**src/design/vsa_pkg.sv**
```systemverilog
`default_nettype none
package vsa_pkg;

    localparam int NUM_SLOTS = 32;
    localparam int SLOT_W = (NUM_SLOTS > 1) ? $clog2(NUM_SLOTS) : 1;
    localparam int CNT_W = $clog2(NUM_SLOTS + 1);
    localparam int QUEUE_DEPTH = 2;

    localparam logic [2:0] CMD_ALLOC    = 3'd0;
    localparam logic [2:0] CMD_PLAY     = 3'd1;
    localparam logic [2:0] CMD_STOP     = 3'd2;
    localparam logic [2:0] CMD_RESUME   = 3'd3;
    localparam logic [2:0] CMD_LOOP     = 3'd4;
    localparam logic [2:0] CMD_STATUS   = 3'd5;
    localparam logic [2:0] CMD_FINISHED = 3'd6;
    localparam logic [2:0] CMD_UNDEF    = 3'd7;

    localparam logic [31:0] STAMP_NONE = 32'hFFFF_FFFF;

    // classified request handed from front to back
    typedef struct packed {
        logic [2:0]  command;
        logic        bad;
        logic        loop_on;
        logic [31:0] voice_id;
        logic [7:0]  sound_number;
        logic [31:0] time_now;
    } vsa_req_t;

    typedef struct packed {
        logic [31:0] result_id;
        logic [4:0]  slot_index;
        logic        status_code;
        logic        is_playing;
        logic        evicted;
    } vsa_rsp_t;

endpackage
`default_nettype wire

```
**src/design/vsa_front.sv**
```systemverilog
`default_nettype none
module vsa_front (
    input  wire                 clk,
    input  wire                 rst_n,
    input  wire                 push,
    output logic                full,
    input  wire [2:0]           command,
    input  wire [31:0]          voice_id,
    input  wire [7:0]           sound_number,
    input  wire [15:0]          loop_setting,
    input  wire [31:0]          time_now,
    output logic                req_valid,
    output vsa_pkg::vsa_req_t   req_data,
    input  wire                 req_take
);
    import vsa_pkg::*;

    vsa_req_t     q_reg [QUEUE_DEPTH];
    logic         wp_reg, wp_next, rp_reg, rp_next;
    logic [1:0]   cnt_reg, cnt_next;
    logic         do_push, do_pop;
    vsa_req_t     cls;

    // classify the incoming request
    always_comb
    begin
        cls.command      = command;
        cls.bad          = (command == CMD_UNDEF);
        cls.loop_on      = (loop_setting != 16'd1);
        cls.voice_id     = voice_id;
        cls.sound_number = sound_number;
        cls.time_now     = time_now;
    end

    assign full      = (cnt_reg == 2'(QUEUE_DEPTH));
    assign do_push   = push && !full;
    assign req_valid = (cnt_reg != 2'd0);
    assign do_pop    = req_valid && req_take;
    assign req_data  = q_reg[rp_reg];

    // queue pointers
    always_comb
    begin
        wp_next  = do_push ? ~wp_reg : wp_reg;
        rp_next  = do_pop ? ~rp_reg : rp_reg;
        cnt_next = cnt_reg + 2'(do_push) - 2'(do_pop);
    end

    always_ff @(posedge clk or negedge rst_n)
    begin
        if (!rst_n)
        begin
            wp_reg  <= 1'b0;
            rp_reg  <= 1'b0;
            cnt_reg <= 2'd0;
        end
        else
        begin
            wp_reg  <= wp_next;
            rp_reg  <= rp_next;
            cnt_reg <= cnt_next;
        end
    end

    // queue storage
    always_ff @(posedge clk)
    begin
        if (do_push)
            q_reg[wp_reg] <= cls;
    end

    a_cnt_range: assert property (@(posedge clk) disable iff (!rst_n)
        cnt_reg <= 2'(QUEUE_DEPTH)) else $error("queue count overflow");
    a_full_no_grow: assert property (@(posedge clk) disable iff (!rst_n)
        full && !do_pop |=> full) else $error("queue lost an entry");
    a_take_dec: assert property (@(posedge clk) disable iff (!rst_n)
        do_pop && !do_push |=> cnt_reg == $past(cnt_reg) - 2'd1)
        else $error("queue count mismatch");

endmodule
`default_nettype wire

```
**src/design/vsa_back.sv**
```systemverilog
`default_nettype none
module vsa_back (
    input  wire                 clk,
    input  wire                 rst_n,
    input  wire                 req_valid,
    input  vsa_pkg::vsa_req_t   req_data,
    output logic                req_take,
    output logic                empty,
    input  wire                 pop,
    output vsa_pkg::vsa_rsp_t   rsp
);
    import vsa_pkg::*;

    localparam logic [1:0] ST_IDLE = 2'd0;
    localparam logic [1:0] ST_SCAN = 2'd1;
    localparam logic [1:0] ST_DONE = 2'd2;

    logic [NUM_SLOTS-1:0] used_reg, used_next;
    logic [NUM_SLOTS-1:0] loop_reg, loop_next;
    logic [NUM_SLOTS-1:0] act_reg, act_next;
    logic [31:0]          ident_reg [NUM_SLOTS];
    logic [31:0]          stamp_reg [NUM_SLOTS];
    logic [7:0]           src_reg   [NUM_SLOTS];
    logic [31:0]          nid_reg, nid_next;

    logic [1:0]           st_reg, st_next;
    vsa_req_t             cur_reg, cur_next;
    logic [CNT_W-1:0]     idx_reg, idx_next;
    // best candidates: empty, not playing, not looping, any
    logic                 fe_reg, fe_next;
    logic [SLOT_W-1:0]    ie_reg, ie_next;
    logic [31:0]          b0_reg, b0_next, b1_reg, b1_next, b2_reg, b2_next;
    logic [SLOT_W-1:0]    i0_reg, i0_next, i1_reg, i1_next, i2_reg, i2_next;
    logic                 f0_reg, f0_next, f1_reg, f1_next, f2_reg, f2_next;
    logic                 hit_reg, hit_next;
    logic [SLOT_W-1:0]    hi_reg, hi_next;
    logic                 out_reg, out_next;
    vsa_rsp_t             rsp_reg, rsp_next;

    logic [SLOT_W-1:0]    ci;
    logic [31:0]          cs;
    logic                 wr_en;
    logic [SLOT_W-1:0]    wr_idx;
    logic                 fnd;
    logic [SLOT_W-1:0]    sel;
    logic                 is_alloc;

    assign ci       = idx_reg[SLOT_W-1:0];
    assign cs       = stamp_reg[ci];
    assign req_take = (st_reg == ST_IDLE) && !out_reg;
    assign empty    = !out_reg;
    assign rsp      = rsp_reg;
    assign is_alloc = (cur_reg.command == CMD_ALLOC);

    // pick the allocation slot from the scan results, or the matching slot otherwise
    always_comb
    begin
        fnd = 1'b1;
        sel = ie_reg;
        if (fe_reg)
            sel = ie_reg;
        else if (f0_reg)
            sel = i0_reg;
        else if (f1_reg)
            sel = i1_reg;
        else if (f2_reg)
            sel = i2_reg;
        else
            fnd = 1'b0;
        if (!is_alloc)
        begin
            fnd = hit_reg && !cur_reg.bad;
            sel = hi_reg;
        end
    end

    // sequencer: one slot per cycle, then write-back
    always_comb
    begin
        st_next  = st_reg;
        cur_next = cur_reg;
        idx_next = idx_reg;
        fe_next = fe_reg; ie_next = ie_reg;
        b0_next = b0_reg; i0_next = i0_reg; f0_next = f0_reg;
        b1_next = b1_reg; i1_next = i1_reg; f1_next = f1_reg;
        b2_next = b2_reg; i2_next = i2_reg; f2_next = f2_reg;
        hit_next = hit_reg; hi_next = hi_reg;
        used_next = used_reg; loop_next = loop_reg; act_next = act_reg;
        nid_next = nid_reg;
        out_next = out_reg;
        rsp_next = rsp_reg;
        wr_en    = 1'b0;
        wr_idx   = sel;
        if (out_reg && pop)
            out_next = 1'b0;
        unique case (st_reg)
            ST_IDLE:
            begin
                if (req_valid && req_take)
                begin
                    cur_next = req_data;
                    idx_next = '0;
                    fe_next = 1'b0; f0_next = 1'b0; f1_next = 1'b0; f2_next = 1'b0;
                    b0_next = STAMP_NONE; b1_next = STAMP_NONE; b2_next = STAMP_NONE;
                    hit_next = 1'b0;
                    st_next  = ST_SCAN;
                end
            end
            ST_SCAN:
            begin
                if (!used_reg[ci] && !fe_reg)
                begin
                    fe_next = 1'b1;
                    ie_next = ci;
                end
                if (!act_reg[ci] && cs < b0_reg)
                begin
                    b0_next = cs; i0_next = ci; f0_next = 1'b1;
                end
                if (!loop_reg[ci] && cs < b1_reg)
                begin
                    b1_next = cs; i1_next = ci; f1_next = 1'b1;
                end
                if (cs < b2_reg)
                begin
                    b2_next = cs; i2_next = ci; f2_next = 1'b1;
                end
                if (used_reg[ci] && ident_reg[ci] == cur_reg.voice_id && !hit_reg)
                begin
                    hit_next = 1'b1;
                    hi_next  = ci;
                end
                idx_next = idx_reg + CNT_W'(1);
                if (idx_reg == CNT_W'(NUM_SLOTS - 1))
                    st_next = ST_DONE;
            end
            ST_DONE:
            begin
                rsp_next = '0;
                rsp_next.status_code = 1'b1;
                if (fnd)
                begin
                    rsp_next.status_code = 1'b0;
                    rsp_next.slot_index  = 5'(sel);
                    if (is_alloc)
                    begin
                        nid_next = nid_reg + 32'd1;
                        rsp_next.result_id = nid_reg + 32'd1;
                        rsp_next.evicted   = used_reg[sel];
                        used_next[sel] = 1'b1;
                        act_next[sel]  = 1'b0;
                        loop_next[sel] = 1'b0;
                        wr_en = 1'b1;
                    end
                    else
                    begin
                        case (cur_reg.command)
                            CMD_PLAY, CMD_RESUME:
                            begin
                                act_next[sel] = 1'b1;
                                wr_en = 1'b1;
                            end
                            CMD_STOP, CMD_FINISHED: act_next[sel] = 1'b0;
                            CMD_LOOP: loop_next[sel] = cur_reg.loop_on;
                            default: ;
                        endcase
                        rsp_next.is_playing = act_next[sel];
                    end
                end
                out_next = 1'b1;
                st_next  = ST_IDLE;
            end
            default: st_next = ST_IDLE;
        endcase
    end

    always_ff @(posedge clk or negedge rst_n)
    begin
        if (!rst_n)
        begin
            st_reg   <= ST_IDLE;
            out_reg  <= 1'b0;
            used_reg <= '0;
            loop_reg <= '0;
            act_reg  <= '0;
            nid_reg  <= '0;
        end
        else
        begin
            st_reg   <= st_next;
            out_reg  <= out_next;
            used_reg <= used_next;
            loop_reg <= loop_next;
            act_reg  <= act_next;
            nid_reg  <= nid_next;
        end
    end

    // slot payload tables, cleared at reset
    always_ff @(posedge clk or negedge rst_n)
    begin
        if (!rst_n)
        begin
            for (int k = 0; k < NUM_SLOTS; k++)
            begin
                ident_reg[k] <= '0;
                stamp_reg[k] <= '0;
                src_reg[k]   <= '0;
            end
        end
        else if (wr_en)
        begin
            stamp_reg[wr_idx] <= cur_reg.time_now;
            if (is_alloc)
            begin
                ident_reg[wr_idx] <= nid_reg + 32'd1;
                src_reg[wr_idx]   <= cur_reg.sound_number;
            end
        end
    end

    // working registers
    always_ff @(posedge clk)
    begin
        cur_reg <= cur_next;
        idx_reg <= idx_next;
        fe_reg <= fe_next; ie_reg <= ie_next;
        b0_reg <= b0_next; i0_reg <= i0_next; f0_reg <= f0_next;
        b1_reg <= b1_next; i1_reg <= i1_next; f1_reg <= f1_next;
        b2_reg <= b2_next; i2_reg <= i2_next; f2_reg <= f2_next;
        hit_reg <= hit_next; hi_reg <= hi_next;
        rsp_reg <= rsp_next;
    end

    a_no_take_busy: assert property (@(posedge clk) disable iff (!rst_n)
        st_reg != ST_IDLE |-> !req_take) else $error("take while busy");
    a_done_out: assert property (@(posedge clk) disable iff (!rst_n)
        st_reg == ST_DONE |=> out_reg) else $error("result not posted");
    a_alloc_used: assert property (@(posedge clk) disable iff (!rst_n)
        st_reg == ST_DONE && is_alloc && fnd |=> used_reg[$past(sel)])
        else $error("allocated slot not marked");

endmodule
`default_nettype wire

```
**src/design/voice_slot_allocator.sv**
```systemverilog
// channel  | direction | handshake   | fields
// request  | in        | push / full | command voice_id sound_number loop_setting time_now
// result   | out       | pop / empty | result_id slot_index status_code is_playing evicted
// each request passes through the back end in order:
// set-up, one slot compared per cycle in the scan loop, then write-back
// a two-entry queue lets requests land while the back end is scanning
// a result waits in its register until popped; the back end takes the
// next request only once the result has been popped
// rst_n clears every slot table and the identifier counter at once
`default_nettype none
module voice_slot_allocator (
    input  wire         clk,
    input  wire         rst_n,
    input  wire         push,
    output logic        full,
    input  wire [2:0]   command,
    input  wire [31:0]  voice_id,
    input  wire [7:0]   sound_number,
    input  wire [15:0]  loop_setting,
    input  wire [31:0]  time_now,
    output logic        empty,
    input  wire         pop,
    output logic [31:0] result_id,
    output logic [4:0]  slot_index,
    output logic        status_code,
    output logic        is_playing,
    output logic        evicted
);
    import vsa_pkg::*;

    logic     req_valid, req_take;
    vsa_req_t req_data;
    vsa_rsp_t rsp;

    // front: accept and classify
    vsa_front u_front (
        .clk(clk), .rst_n(rst_n), .push(push), .full(full),
        .command(command), .voice_id(voice_id), .sound_number(sound_number),
        .loop_setting(loop_setting), .time_now(time_now),
        .req_valid(req_valid), .req_data(req_data), .req_take(req_take)
    );

    // back: scan and update the slot table
    vsa_back u_back (
        .clk(clk), .rst_n(rst_n), .req_valid(req_valid), .req_data(req_data),
        .req_take(req_take), .empty(empty), .pop(pop), .rsp(rsp)
    );

    assign result_id   = rsp.result_id;
    assign slot_index  = rsp.slot_index;
    assign status_code = rsp.status_code;
    assign is_playing  = rsp.is_playing;
    assign evicted     = rsp.evicted;

endmodule
`default_nettype wire
```
**config.mk**
```make
export PLATFORM = sky130hd
export DESIGN_NAME = voice_slot_allocator
export DESIGN_NICKNAME = d
export VERILOG_FILES = /design/src/design/vsa_pkg.sv /design/src/design/vsa_front.sv /design/src/design/vsa_back.sv /design/src/design/voice_slot_allocator.sv
export SDC_FILE = /design/constraint.sdc
export NUM_CORES = 2
export LEC_CHECK = 0
export ABC_AREA = 1
export CAP_MARGIN = 25
export CORE_MARGIN = 5
export CORE_UTILIZATION = 33
export DETAILED_ROUTE_END_ITERATION = 8
export DONT_BUFFER_PORTS = 1
export PLACE_DENSITY = 0.48
export SYNTH_ARGS = -nofsm -noshare
export SYNTH_HDL_FRONTEND = slang
export SYNTH_HIERARCHICAL = 1
export SYNTH_SLANG_ARGS = --single-unit
```
**constraint.sdc**
```tcl
create_clock -name clk -period 7.5 [get_ports clk]
set_input_delay 0.375 -clock clk [delete_from_list [all_inputs] [get_ports clk]]
set_output_delay 0.375 -clock clk [all_outputs]
set_load 0.1 [all_outputs]
```
==> metrics.txt <==
Die Height=roughly 600 um; Leakage=55.4 nW; Final Skew=50.6 ps; r2r setup slk=1730 ps; multi-input combinational cell area=42300 sq um; min Tclk post-route=6140 ps; DRC Markers=0; Iteration-0 DRC Markers=9567; Final setup viols=0; YS warnings=6; crit end category=asynchronous set/reset pin; final worst slack=1360 ps; Max Fanout on Critical Path=around 160; Core Area=~350000 sq um; post-route ant nets=0; most frequent cells in the layout=2865 x o21ai_0, 2849 x nand2_1, 2182 x dfrtp_1; H-tree depth=5; Setup WS pre-CTS=1560 ps; Die X=599 um; Mean Syn Cell Area=between 8 and 9 sq um; clk slew on worst S/H paths=60 ps; Wirelength per Cell=24.0 um; Starting Density=0.331; post-synthesis cell area=115000 sq um; Clock Path Buffers=4; sw power=19.2 mW; gr usage total=0.227; most common cell after layout, fill and taps aside=o21ai_0; fmax=0.163 GHz; initial antenna violation count=8; Comb pwr share=0.358; Max Cap Violations=0; Final Cycle Share=0.819; GPL Wtd Cong=0.844; WP data required=8380 ps; Hold Fails Final Rpt=0; Hold Crit Class=primary input to register; I/O pin total=137; post-CTS sizing=0; final WL=417000 um; synthesis-to-finish area growth=12.4%; Vias per Instance=approximately 5.3; worst slew pin tran=roughly 1300 ps; type of origin of the critical path=primary input; root buffer cell=clkbuf_16; Clk network pwr share=0.294; Finished Layout Cells=between 15000 and 20000; CTS buffer count=around 290; hpwl dp=about 240000 um; sink count of the clock tree=2562; Crit Path Category=primary input to asynchronous set/reset pin; largest net degree at the start of global routing=between 200 and 250; Int Pwr=28.3 mW; Max IR drop VDD=0.000504 V; total grt overflow=0; switching part of the total=0.404; Flop pwr share=0.348; fin nets=12800; syn_nets=approximately 13000; Reg area=66000 sq um; vias in the first global route=87700; first-pass GRT wire length=614000 um; clock latency at the later pin of the worst-skew pair=870 ps; Fillers=35400; share of layout cells above drive strength 1=0.0641; CTS tree=built; total number of vias=92300; Placement Rows=216; post-placement cell count=16800; Max-slew headroom=0.114; die area=approximately 360000 sq um; Mapped Cells=13000; postcts setup bufs=0; status=completed; RSZ-0062 raised after global routing=false; total negative slack=0 ps; drt first pass iters=6; Worst Path Arrival=7020 ps; max-slew violations=0; P per Cell Area=369 nW/um^2; Port-buffer cells=0
[layer usage]
metal  vias up  wire length, um  GRT usage
met5         -               13          0
met4         2            14500     0.0705
met3       598            23000     0.0306
met2      2600           189000      0.359
met1     46000           191000      0.323
li1      43100                -          -
[through the flow]
step | total power, mW | utilization | cell area (sq um) | hold slack (ps)
finish | 47.6 | 0.372 | 129000 | 158
global route | 50.2 | 0.372 | 129000 | 121
CTS | 47.9 | 0.372 | 129000 | 81.2
detailed placement | 33.7 | 0.343 | 119000 | 81.3
global placement | 33.7 | 0.342 | 119000 | 81.1
floorplan | 27.0 | - | 115000 | 79.4
[worst max-delay path: stages]
cell           delay, ps
dlygate4sd3_1        530
dlygate4sd3_1        980
buf_16               460
buf_16               560
buf_16               600
buf_16               450
buf_16               570
buf_16               430
buf_16               290
buf_16               490
buf_16               520
[path summary, 6_finish.rpt]
path | start | depth (start not counted) | endpoint
worst min register to register | u_back/used_reg[25]$_DFFE_PN0P_ | 2 | u_back/used_reg[25]$_DFFE_PN0P_
worst max-delay path | rst_n | 11 | u_back/stamp_reg[746]$_DFFE_PN0P_
worst max register to register | u_back/idx_reg[0]$_SDFFCE_PN0P_ | 19 | u_back/b2_reg[5]$_DFFE_PP_
min in group asynchronous | rst_n | 2 | u_back/ident_reg[782]$_DFFE_PN0P_
worst min-delay path | voice_id[9] | 1 | u_front/q_reg[0][49]$_DFFE_PP_
max in group clk | u_back/idx_reg[0]$_SDFFCE_PN0P_ | 19 | u_back/b2_reg[5]$_DFFE_PP_
[what timing repair did]
| item | in CTS | in global routing |
|---|---|---|
| endpoints found under the hold margin | 266 | 0 |
| hold buffers | 76 | 0 |
| endpoints found under the setup margin | 0 | 5 |
[area by class of cell]
| cell class | instances | area share |
|---|---|---|
| sequential | 2562 | 0.512 |
| multi-input combinational | 8797 | 0.328 |
| clock buffer | 430 | 0.0660 |
| tap | 4578 | 0.0444 |
| timing repair buffer | 296 | 0.0259 |
| inverter | 624 | 0.0185 |
| clock inverter | 71 | 0.00500 |
| antenna | 3 | 0.0000582 |
[power groups by stage]
| stage | Sequential (mW) | Combinational [mW] | Clock [mW] |
|---|---|---|---|
| finish | 16.6 | 17.0 | 14.0 |
| detailed placement | 16.8 | 16.9 | 0 |
| floorplan | 16.6 | 10.4 | 0 |
| CTS | 16.6 | 17.0 | 14.3 |
| global placement | 16.8 | 16.9 | 0 |
| global route | 16.6 | 18.7 | 14.8 |
Power figures use the tool's default switching activity.
